## src/sv/svpwm_pkg.sv

```systemverilog
`timescale 1ns / 1ps
// ----------------------------------------------------------------------------
// svpwm_pkg
// Shared widths, constants and sine polynomial for the space vector duty pipe
// ----------------------------------------------------------------------------
package svpwm_pkg;

   localparam int ANGLE_BITS_DEF = 16;
   localparam int SINE_DEPTH_DEF = 256;

   localparam int DATA_W  = 16;
   localparam int SIN_W   = 18;
   localparam int PROD_W  = 34;
   localparam int AMAG_W  = 25;
   localparam int SQ_W    = 50;
   localparam int ROOT_W  = SQ_W / 2;
   localparam int NUM_W   = ROOT_W + 8;
   localparam int K_W     = 17;
   localparam int T_W     = 17;
   localparam int SUM_W   = 18;
   localparam int TA_W    = 18;
   localparam int SECT_W  = 3;
   localparam int CSR_IDX_W = 1;

   localparam logic [CSR_IDX_W-1:0] REG_SUPPLY = 1'd0;
   localparam logic [CSR_IDX_W-1:0] REG_PERIOD = 1'd1;

   localparam logic [DATA_W-1:0] SUPPLY_RESET = 16'd1200;
   localparam logic [DATA_W-1:0] PERIOD_RESET = 16'd100;

   localparam logic [DATA_W-1:0] UREF_MAX  = 16'd37814;
   localparam logic [K_W-1:0]    SQRT3_Q16 = 17'd113512;

   localparam logic [SECT_W-1:0] SECT_1 = 3'd1;
   localparam logic [SECT_W-1:0] SECT_2 = 3'd2;
   localparam logic [SECT_W-1:0] SECT_3 = 3'd3;
   localparam logic [SECT_W-1:0] SECT_4 = 3'd4;
   localparam logic [SECT_W-1:0] SECT_5 = 3'd5;
   localparam logic [SECT_W-1:0] SECT_6 = 3'd6;

   localparam longint Q30_ONE = 64'sd1073741824;
   localparam longint POLY_COEF [5] = '{
      64'sd1686629713, -64'sd693598668, 64'sd85569305, -64'sd5026992, 64'sd172273
   };

   // items carried alongside the magnitude and divider pipes
   typedef struct packed {
      logic [K_W-1:0]    k1;
      logic [K_W-1:0]    k2;
      logic [SECT_W-1:0] sector;
   } svpwm_side_type;

   function automatic longint qmul30(input longint a, input longint b);
      return (a * b) / Q30_ONE;
   endfunction

   // quarter wave sine, q30 argument, q16 result
   function automatic longint quarter_sine(input longint u);
      longint u2;
      longint acc;
      u2  = qmul30(u, u);
      acc = POLY_COEF[4];
      for (int k = 3; k >= 0; k--) begin
         acc = POLY_COEF[k] + qmul30(acc, u2);
      end
      acc = qmul30(acc, u);
      if (acc < 0) begin
         acc = 0;
      end
      if (acc > Q30_ONE) begin
         acc = Q30_ONE;
      end
      return (acc + 64'sd8192) >>> 14;
   endfunction

endpackage

```

## src/sv/svpwm_isqrt.sv

```systemverilog
`timescale 1ns / 1ps
// ----------------------------------------------------------------------------
// svpwm_isqrt
// Pipelined integer square root, one result bit per stage
// ----------------------------------------------------------------------------
module svpwm_isqrt #(
   parameter int IN_W   = svpwm_pkg::SQ_W,
   parameter int SIDE_W = $bits(svpwm_pkg::svpwm_side_type)
) (
   input  logic clock,
   input  logic reset,
   input  logic en,
   input  logic in_valid,
   input  logic [IN_W-1:0] in_value,
   input  logic [SIDE_W-1:0] in_side,
   output logic out_valid,
   output logic [IN_W/2-1:0] out_root,
   output logic [SIDE_W-1:0] out_side
);

   localparam int RT_W  = IN_W / 2;
   localparam int RM_W  = RT_W + 1;
   localparam int ACC_W = RT_W + 3;

   logic [RM_W-1:0]   rem_ff  [RT_W];
   logic [RT_W-1:0]   root_ff [RT_W];
   logic [IN_W-1:0]   x_ff    [RT_W];
   logic [SIDE_W-1:0] side_ff [RT_W];
   logic [RT_W-1:0]   vld_ff;

   logic [RM_W-1:0]   rem_prev  [RT_W];
   logic [RT_W-1:0]   root_prev [RT_W];
   logic [IN_W-1:0]   x_prev    [RT_W];
   logic [SIDE_W-1:0] side_prev [RT_W];
   logic [RT_W-1:0]   vld_prev;

   for (genvar g = 0; g < RT_W; g++) begin : g_stage
      logic [ACC_W-1:0] acc;
      logic [ACC_W-1:0] trial;
      logic [RM_W-1:0]  rem_in;
      logic [RT_W-1:0]  root_in;

      if (g == 0) begin : g_first
         assign rem_prev[g]  = '0;
         assign root_prev[g] = '0;
         assign x_prev[g]    = in_value;
         assign side_prev[g] = in_side;
         assign vld_prev[g]  = in_valid;
      end else begin : g_next
         assign rem_prev[g]  = rem_ff[g-1];
         assign root_prev[g] = root_ff[g-1];
         assign x_prev[g]    = x_ff[g-1];
         assign side_prev[g] = side_ff[g-1];
         assign vld_prev[g]  = vld_ff[g-1];
      end

      always_comb begin
         acc   = {rem_prev[g], x_prev[g][IN_W-1 -: 2]};
         trial = ACC_W'({root_prev[g], 2'b01});
         if (acc >= trial) begin
            rem_in  = RM_W'(acc - trial);
            root_in = {root_prev[g][RT_W-2:0], 1'b1};
         end else begin
            rem_in  = RM_W'(acc);
            root_in = {root_prev[g][RT_W-2:0], 1'b0};
         end
      end

      always_ff @(posedge clock) begin
         if (reset) begin
            vld_ff[g] <= 1'b0;
         end else if (en) begin
            vld_ff[g] <= vld_prev[g];
         end
      end

      always_ff @(posedge clock) begin
         if (en) begin
            rem_ff[g]  <= rem_in;
            root_ff[g] <= root_in;
            x_ff[g]    <= x_prev[g] << 2;
            side_ff[g] <= side_prev[g];
         end
      end
   end

   assign out_valid = vld_ff[RT_W-1];
   assign out_root  = root_ff[RT_W-1];
   assign out_side  = side_ff[RT_W-1];

endmodule

```

## config.mk

```make
export PLATFORM = sky130hd
export DESIGN_NAME = svpwm_isqrt
export DESIGN_NICKNAME = d
export VERILOG_FILES = /design/src/sv/svpwm_pkg.sv /design/src/sv/svpwm_isqrt.sv
export SDC_FILE = /design/constraint.sdc
export NUM_CORES = 2
export LEC_CHECK = 0
export BUFFER_PORTS_ARGS = -buffer_cell sky130_fd_sc_hd__buf_2
export CORE_MARGIN = 4
export CORE_UTILIZATION = 57
export DETAILED_ROUTE_END_ITERATION = 10
export GPL_TIMING_DRIVEN = 0
export PLACE_DENSITY = 0.8
export SYNTH_ARGS = -nofsm -noshare
export SYNTH_HDL_FRONTEND = slang
export SYNTH_SLANG_ARGS = --single-unit
```

## constraint.sdc

```tcl
create_clock -name clock -period 3.4 [get_ports clock]
set_input_delay 0.17 -clock clock [delete_from_list [all_inputs] [get_ports clock]]
set_output_delay 0.17 -clock clock [all_outputs]
set_load 0.01 [all_outputs]
```

==> metrics.txt <==
status complete, but fails checks; failing checks hold timing; H-tree depth 4; Yosys reg bits 2464; Tcrit/Tclk final 97.99%; CTS tree yes; Root Driver clkbuf_16; ys async rst share 0%; total global routing overflow 0; initial antenna violation count 0; Post-Syn Instances 6442; 1st-iter DRT viols 3668; vias in the first global route 53.57k; total CTS buffers 236; Fmax achieved 300.1 MHz; I/O Pins 154; Top FF cell, synth edfxtp_1; slew margin rel. 23.74%; Fin Hold WS -0.1997 ns; Die Wd 424.7 um; Static Leakage 0.04249 uW; Site Rows 152; clk sink count 2464; WP data required 3.99 ns; number of synthesized flops with an enable pin 2439; global-route wire length before repair 276900 um; drt drc 0; worst setup path category reg -> reg; post-synth top area cell edfxtp_1; drt wl/cell 18.26 um; Final #Nets 7472; min Tclk post-route 3.332 ns; max_cap viols 0; post-layout util 66.15%; Syn Area/Cell 15.36 um^2; Max IR drop VDD 0.5870 mV; Setup violations, final 0; clk buf depth 3; first-pass iteration count of the detailed router 6; final WL 174300 um; CP Cell Sequence or4_1 -> or4_1 -> nor3_1 -> nand3_1 -> clkbuf_2 -> nand3b_1 -> nor2_1 -> nand2_1 -> nor3_1 -> xor2_1; largest net degree at the start of global routing 190; Synth Cell Area 0.09895 mm^2; CTS clock-pin slew for the worst setup and hold paths 0.06 ns; core area 0.1721 mm^2; Setup crit end kind flip-flop; slowest CP cell or4_1; Port Buf Inserts 152; die height 424.7 um; clk_skew 0.06745 ns; Cell Pwr Density 667.6 mW/mm^2; power consumption 76010 uW; Worst setup SP type flip-flop; hold_buf cts 175; Slew @ Worst Pin 1.133 ns; Yosys warning total 0; Largest stage delay, worst path 0.61 ns; RSZ-0062 raised after global routing true; Tightest Hold Check Type in -> reg; fin. max-slew vios 0; largest cells by area after synthesis edfxtp_1 74%, ha_1 4.5%, xnor2_1 2.1%; Worst EP arrival 3.92 ns; number of library cell types mapped by synthesis 82; mean number of vias per cell 5.490; Initial Utilization 57.49%; layout cell share with drive strength beyond 1 10.95%; final antenna-violating net count 0; most frequent cell after synthesis edfxtp_1; placer congestion estimate 0.9800; P&R area growth vs syn 15.07%; HPWL Detailed 108700 um; total track usage 19.20%; Clock Latency Late Sink 0.88 ns; Syn Nets 6885; sequential fraction of the synthesis area 74.52%; final hold viol count 125; Yosys top cell area share 74.02%; Via Count 52.42k; commonest cells in the netlist 2439 x edfxtp_1, 448 x inv_1, 388 x nand2_1; die area 0.1803 mm^2; Critical Path Fanout Max 10
[worst paths after layout]
kind | from | endpoint | slack, ns | cells after the start
max reg2reg | rem_ff[0][63]$_DFFE_PP_ | rem_ff[0][97]$_DFFE_PP_ | 0.07 | 10
max | rem_ff[0][63]$_DFFE_PP_ | rem_ff[0][97]$_DFFE_PP_ | 0.07 | 10
min reg2reg | side_ff[1][40]$_DFFE_PP_ | side_ff[1][77]$_DFFE_PP_ | 0.38 | 0
min | en | side_ff[0][60]$_DFFE_PP_ | -0.20 | 1
[metal layers]
metal / share of wire [%] / wire, um / track usage, %
met1: 38 / 66770 / 21.97
met5: 0 / 0 / 0
met3: 4.4 / 7595 / 3.031
met4: 4.2 / 7335 / 8.633
met2: 53 / 92620 / 35.38
[cell families (layout without fill, tap and decap cells)]
| family | count (synthesis) | in the layout | synth area share (%) |
|---|---|---|---|
| buf+inv | 584 | 1378 | 2.357 |
| simple gates | 1437 | 1437 | 7.134 |
| mux | 63 | 63 | 0.6727 |
| fa+ha+maj | 352 | 352 | 4.451 |
| compound gates | 1073 | 1073 | 6.716 |
| flops | 2464 | 2464 | 74.52 |
| other cells | 1 | 3 | 0.003790 |
| xor+xnor | 468 | 468 | 4.142 |
[area by class of cell]
type / instances / area [um^2]
sequential: 2464 / 73740
fill: 11437 / 58260
multi-input combinational: 3394 / 23540
clock buffer: 275 / 6052
timing repair buffer: 353 / 3045
tap: 2310 / 2890
clock inverter: 170 / 2135
inverter: 453 / 1703
buffer: 127 / 747.0
antenna: 2 / 5.005
[stage by stage]
step	TNS, ns	hold slack, ns	area (um^2)	setup WS, ns	instances
2_1_floorplan	0	0.2689	98950	0.2647	6442
3_3_place_gp	-	0.3460	102600	-34.82	8904
3_5_place_dp	-218.52	0.3481	103000	-1.383	8918
4_1_cts	0	-0.2502	113400	0.0005929	9539
5_1_grt	-1.043	-0.2309	113900	-0.1202	9546
6_report	0	-0.1997	113900	0.06828	9548
[cells in the final DEF (no fill, tap or decap), types with 157 or more instances in the layout]
master            n
o21ai_0         266
nor2_1          344
buf_2           157
clkbuf_16       237
nand2_1         387
dlygate4sd3_1   175
inv_1           448
ha_1            351
a21oi_1         316
edfxtp_1       2439
xnor2_1         234
xor2_1          234
[registers in the layout, summed over array words and instances, names as in the netlist]
| signal | count |
|---|---|
| out_valid | 1 |
| rem_ff | 589 |
| root_ff | 325 |
| side_ff | 925 |
| vld_ff | 24 |
| x_ff | 600 |
[what timing repair did]
item                                    4_1_cts  5_1_grt
gates cloned                                  1        1
pin swaps                                     3       13
endpoints found under the setup margin      348      344
gates resized for setup                     124      108
hold endpoints to repair                    238      125
setup buffers                                 4        6
[critical path: cells and delay by family, from the launching register on]
| kind | cells | cell delay (ns) |
|---|---|---|
| XOR/XNOR | 1 | 0.14 |
| buffers and inverters | 1 | 0.22 |
| flip-flops | 1 | 0.46 |
| AND/OR/NAND/NOR | 8 | 2.24 |
[where the power goes]
part	total [uW]	switching (uW)	internal (uW)
sequential	38600	1520	37100
combinational	10200	5950	4290
clock	27100	11300	15900
(Power assumes the default switching activity.)
