[src/sv/svpwm_pkg.sv]
`timescale 1ns / 1ps
// ----------------------------------------------------------------------------
// svpwm_pkg
// Shared widths, constants and sine polynomial for the space vector duty pipe
// ----------------------------------------------------------------------------
package svpwm_pkg;

   localparam int ANGLE_BITS_DEF = 16;
   localparam int SINE_DEPTH_DEF = 256;

   localparam int DATA_W  = 16;
   localparam int SIN_W   = 18;
   localparam int PROD_W  = 34;
   localparam int AMAG_W  = 25;
   localparam int SQ_W    = 50;
   localparam int ROOT_W  = SQ_W / 2;
   localparam int NUM_W   = ROOT_W + 8;
   localparam int K_W     = 17;
   localparam int T_W     = 17;
   localparam int SUM_W   = 18;
   localparam int TA_W    = 18;
   localparam int SECT_W  = 3;
   localparam int CSR_IDX_W = 1;

   localparam logic [CSR_IDX_W-1:0] REG_SUPPLY = 1'd0;
   localparam logic [CSR_IDX_W-1:0] REG_PERIOD = 1'd1;

   localparam logic [DATA_W-1:0] SUPPLY_RESET = 16'd1200;
   localparam logic [DATA_W-1:0] PERIOD_RESET = 16'd100;

   localparam logic [DATA_W-1:0] UREF_MAX  = 16'd37814;
   localparam logic [K_W-1:0]    SQRT3_Q16 = 17'd113512;

   localparam logic [SECT_W-1:0] SECT_1 = 3'd1;
   localparam logic [SECT_W-1:0] SECT_2 = 3'd2;
   localparam logic [SECT_W-1:0] SECT_3 = 3'd3;
   localparam logic [SECT_W-1:0] SECT_4 = 3'd4;
   localparam logic [SECT_W-1:0] SECT_5 = 3'd5;
   localparam logic [SECT_W-1:0] SECT_6 = 3'd6;

   localparam longint Q30_ONE = 64'sd1073741824;
   localparam longint POLY_COEF [5] = '{
      64'sd1686629713, -64'sd693598668, 64'sd85569305, -64'sd5026992, 64'sd172273
   };

   // items carried alongside the magnitude and divider pipes
   typedef struct packed {
      logic [K_W-1:0]    k1;
      logic [K_W-1:0]    k2;
      logic [SECT_W-1:0] sector;
   } svpwm_side_type;

   function automatic longint qmul30(input longint a, input longint b);
      return (a * b) / Q30_ONE;
   endfunction

   // quarter wave sine, q30 argument, q16 result
   function automatic longint quarter_sine(input longint u);
      longint u2;
      longint acc;
      u2  = qmul30(u, u);
      acc = POLY_COEF[4];
      for (int k = 3; k >= 0; k--) begin
         acc = POLY_COEF[k] + qmul30(acc, u2);
      end
      acc = qmul30(acc, u);
      if (acc < 0) begin
         acc = 0;
      end
      if (acc > Q30_ONE) begin
         acc = Q30_ONE;
      end
      return (acc + 64'sd8192) >>> 14;
   endfunction

endpackage

[src/sv/svpwm_divider.sv]
`timescale 1ns / 1ps
// ----------------------------------------------------------------------------
// svpwm_divider
// Pipelined restoring divider with overflow flag, one quotient bit per stage
// ----------------------------------------------------------------------------
module svpwm_divider #(
   parameter int NUM_W  = svpwm_pkg::NUM_W,
   parameter int DEN_W  = svpwm_pkg::DATA_W,
   parameter int Q_W    = svpwm_pkg::DATA_W,
   parameter int SIDE_W = $bits(svpwm_pkg::svpwm_side_type)
) (
   input  logic clock,
   input  logic reset,
   input  logic en,
   input  logic in_valid,
   input  logic [NUM_W-1:0] in_num,
   input  logic [DEN_W-1:0] in_den,
   input  logic [SIDE_W-1:0] in_side,
   output logic out_valid,
   output logic [Q_W-1:0] out_quot,
   output logic out_ovf,
   output logic [SIDE_W-1:0] out_side
);

   localparam int R_W = DEN_W + Q_W;

   logic [R_W-1:0]    rem_ff  [Q_W+1];
   logic [Q_W-1:0]    quot_ff [Q_W+1];
   logic              ovf_ff  [Q_W+1];
   logic [SIDE_W-1:0] side_ff [Q_W+1];
   logic [Q_W:0]      vld_ff;

   logic ovf_in;

   // quotient overflows when the numerator reaches den * 2^q
   assign ovf_in = in_num >= NUM_W'({in_den, Q_W'(0)});

   always_ff @(posedge clock) begin
      if (reset) begin
         vld_ff[0] <= 1'b0;
      end else if (en) begin
         vld_ff[0] <= in_valid;
      end
   end

   always_ff @(posedge clock) begin
      if (en) begin
         rem_ff[0]  <= R_W'(in_num);
         quot_ff[0] <= '0;
         ovf_ff[0]  <= ovf_in;
         side_ff[0] <= in_side;
      end
   end

   for (genvar g = 1; g <= Q_W; g++) begin : g_stage
      localparam int BIT = Q_W - g;
      logic [R_W-1:0] dsh;
      logic [R_W-1:0] rem_in;
      logic [Q_W-1:0] quot_in;

      always_comb begin
         dsh     = R_W'(in_den) << BIT;
         rem_in  = rem_ff[g-1];
         quot_in = quot_ff[g-1];
         if (rem_ff[g-1] >= dsh) begin
            rem_in       = rem_ff[g-1] - dsh;
            quot_in[BIT] = 1'b1;
         end
      end

      always_ff @(posedge clock) begin
         if (reset) begin
            vld_ff[g] <= 1'b0;
         end else if (en) begin
            vld_ff[g] <= vld_ff[g-1];
         end
      end

      always_ff @(posedge clock) begin
         if (en) begin
            rem_ff[g]  <= rem_in;
            quot_ff[g] <= quot_in;
            ovf_ff[g]  <= ovf_ff[g-1];
            side_ff[g] <= side_ff[g-1];
         end
      end
   end

   assign out_valid = vld_ff[Q_W];
   assign out_quot  = quot_ff[Q_W];
   assign out_ovf   = ovf_ff[Q_W];
   assign out_side  = side_ff[Q_W];

endmodule

[config.mk]
export PLATFORM = sky130hd
export DESIGN_NAME = svpwm_divider
export DESIGN_NICKNAME = d
export VERILOG_FILES = /design/src/sv/svpwm_pkg.sv /design/src/sv/svpwm_divider.sv
export SDC_FILE = /design/constraint.sdc
export NUM_CORES = 2
export LEC_CHECK = 0
export BUFFER_PORTS_ARGS = -buffer_cell sky130_fd_sc_hd__clkbuf_2
export CORE_MARGIN = 2
export CORE_UTILIZATION = 30
export CTS_BUF_LIST = sky130_fd_sc_hd__clkbuf_16
export DETAILED_ROUTE_END_ITERATION = 7
export GPL_ROUTABILITY_DRIVEN = 0
export SLEW_MARGIN = 20
export SYNTH_ARGS = -nofsm -noshare
export SYNTH_HDL_FRONTEND = slang
export SYNTH_SLANG_ARGS = --single-unit
[constraint.sdc]
create_clock -name clock -period 7.5 [get_ports clock]
set_input_delay 1.5 -clock clock [delete_from_list [all_inputs] [get_ports clock]]
set_output_delay 1.5 -clock clock [all_outputs]
set_load 0.05 [all_outputs]
==> flow_summary.json <==
{
  "status": "complete, no violations",
  "syn_nets": 4340,
  "rsz0062_at_grt": "no",
  "cts_resized": 0,
  "wl_met3_mm": 4.86,
  "crit_family": "simple AND/OR/NAND/NOR gates",
  "p_per_area_nw_per_um2": 348,
  "grt_pass1_vias": 31300,
  "detailedRoute.firstIterationViolations": 2289,
  "cp_slowest_cell": "clkinv_1",
  "ant_nets": 0,
  "ctsHoldBuffers": 0,
  "fin_crit_ns": 4.88,
  "syn_inst": 3963,
  "grt_overflow_total": 0,
  "syn_area_per_cell_um2": 14.5,
  "multi_input_area_um2": 17400,
  "worstSetupEndpointType": "register",
  "finalSetupViolations": 0,
  "fp.dieW_um": 441,
  "grt_max_degree": 166,
  "dr_wl_met2_mm": 52.7,
  "place_area_um2": 61400,
  "grt.total_usage": 0.112,
  "postLayoutCellArea_um2": 66200,
  "grt_pass1_wl_mm": 173,
  "worstSkewPairLatency_ns": 0.78,
  "drive_above_1_share": 0.118,
  "diodes": 0,
  "wl_mm": 111,
  "max_stage_delay_ns": 0.79,
  "fp.dieArea_um2": 195000,
  "p_leak_nw": 23.8,
  "min_path_type": "register to register",
  "mostFrequentLayoutCells": "edfxtp_1 (1294), ha_1 (272), a21oi_1 (248)",
  "regArea_um2": 39200,
  "ctsHtreeMaxLevel": 4,
  "vdd_drop_max_mv": 0.210,
  "fp-row-count": 160,
  "required_ns": 8.01,
  "cts.path.max_buffers": 3,
  "synth.distinct_cells": 90,
  "worstMarginPinSlew_ns": 1.11,
  "wl_met1_mm": 50.4,
  "worstPathCellList": "clkbuf_2, clkinv_1, ha_1, and3_1, nand2_1, nor4_1, nand4_1, a31o_1, and2_1, buf_4, nor3_1, xor2_1",
  "antenna_found_initial": 2,
  "pin_count": 145,
  "synth_seq_area_share": 0.683,
  "post_drt_wl_per_cell_um": 16.2,
  "start_util": 0.302,
  "fin_crit_sh": 0.651,
  "drt_pre_antenna_iters": 6,
  "cts-root-buf": "clkbuf_16",
  "numCtsBuffers": 144,
  "dr_total_vias": 32200,
  "cts_setup_buffers": 0,
  "final_common_cell": "edfxtp_1",
  "maxSlewViolCount": 0,
  "hold_viol_final": 0,
  "fin_tns_setup_ns": 0,
  "skew_ns": 0.0235,
  "area_growth_pct": 15.4,
  "highest_layer": "met5",
  "max_slew_margin": 0.247,
  "cts_tree": "built",
  "maxCapViolCount": 0,
  "crit_type": "input pin to register",
  "final_nets": 4593,
  "fill_cells": 18100,
  "synth_edf_count": 1294,
  "crit_arrival_ns": 5.40,
  "core_um2": 190000,
  "dominantRegCellSynth": "edfxtp_1",
  "async_flop_share": 0,
  "fmax_mhz": 205,
  "routed_via_density": 4.71,
  "cts.clk_slew.worst_paths_ns": 0.06,
  "dp_hpwl_mm": 74.8,
  "io_buffers": 144,
  "netlist_area_um2": 57400,
  "ys_warn_count": 0,
  "start_kind": "input pin",
  "drc": 0,
  "critPathBufInv": 3,
  "clock-sinks": 1311,
  "ys_ff_latch": 1311,
  "cp_max_fo": 35,
  "fp.dieH_um": 441
}
-- synthesized netlist by cell type (59+ instances only) --
cell,number,area share
edfxtp_1,1294,0.68
ha_1,272,0.059
a21oi_1,248,0.022
nand2_1,243,0.016
nor2_1,224,0.015
o21ai_0,207,0.018
xor2_1,157,0.024
xnor2_1,142,0.022
inv_1,110,0.0072
a21o_1,93,0.012
nor3_1,75,0.0065
nor4_1,61,0.0067
clkbuf_1,59,0.0039
-- routing by layer --
metal,GRT usage,up-vias
li1,-,15800
met1,0.149,15600
met2,0.183,646
met3,0.0222,190
met4,0.0401,2
met5,0,-
-- kinds of logic after synthesis --
family | after synthesis | synth area share
AOI/OAI and AO/OA | 835 | 0.0920
DFF | 1311 | 0.683
and+or+nand+nor | 959 | 0.0860
adders and majority gates | 287 | 0.0645
muxes | 79 | 0.0150
buffers and inverters | 193 | 0.0136
xor gates and xnor gates | 299 | 0.0456
-- path summary, 6_finish.rpt --
kind | startpoint | end | slack (ns) | depth (start not counted)
setup / recovery | in_den[12] | rem_ff[0][435] | 2.62 | 12
hold / removal | side_ff[5][6] | side_ff[5][43] | 0.40 | 0
hold reg to reg | side_ff[5][6] | side_ff[5][43] | 0.40 | 0
setup reg to reg | rem_ff[0][418] | rem_ff[0][475] | 3.72 | 12
-- final cells by class --
class / instances / share of cell area
clock buffer: 148 / 0.0560
clock inverter: 113 / 0.0171
inverter: 110 / 0.00624
multi-input combinational: 2459 / 0.263
sequential: 1311 / 0.592
tap: 2511 / 0.0475
timing repair buffer: 190 / 0.0178
-- per-stage QoR --
step | hold WS (ns) | std cells | utilization | power, mW | setup slack [ns]
after global placement | 0.400 | 6581 | 0.323 | 15.9 | 2.00
final | 0.401 | 6842 | 0.348 | 23.0 | 2.62
after detailed placement | 0.405 | 6581 | 0.323 | 16.0 | 1.94
after floorplan | 0.400 | 3963 | - | 14.5 | 3.07
after CTS | 0.397 | 6842 | 0.348 | 23.3 | 2.80
after global routing | 0.407 | 6842 | 0.348 | 24.4 | 2.33
-- flip-flops by register name (all words and copies together), names as in the netlist --
signal / count
side_ff: 629
rem_ff: 512
quot_ff: 136
ovf_ff: 17
vld_ff: 16
out_valid: 1
-- power by group --
| group | switching (mW) | total [mW] | internal (mW) |
|---|---|---|---|
| clock network | 2.90 | 7.13 | 4.23 |
| logic | 3.18 | 5.63 | 2.45 |
| registers | 0.693 | 10.3 | 9.56 |
-- worst reg2reg max path: cells and delay by family, from the launching register on --
kind / cells / cell delay, ns
compound gates: 3 / 0.84
xor+xnor: 1 / 0.17
fa+ha+maj: 2 / 0.63
buf+inv: 2 / 0.71
flops: 1 / 0.35
simple gates: 4 / 0.82
Note: power is estimated with default switching activity, not from simulation.
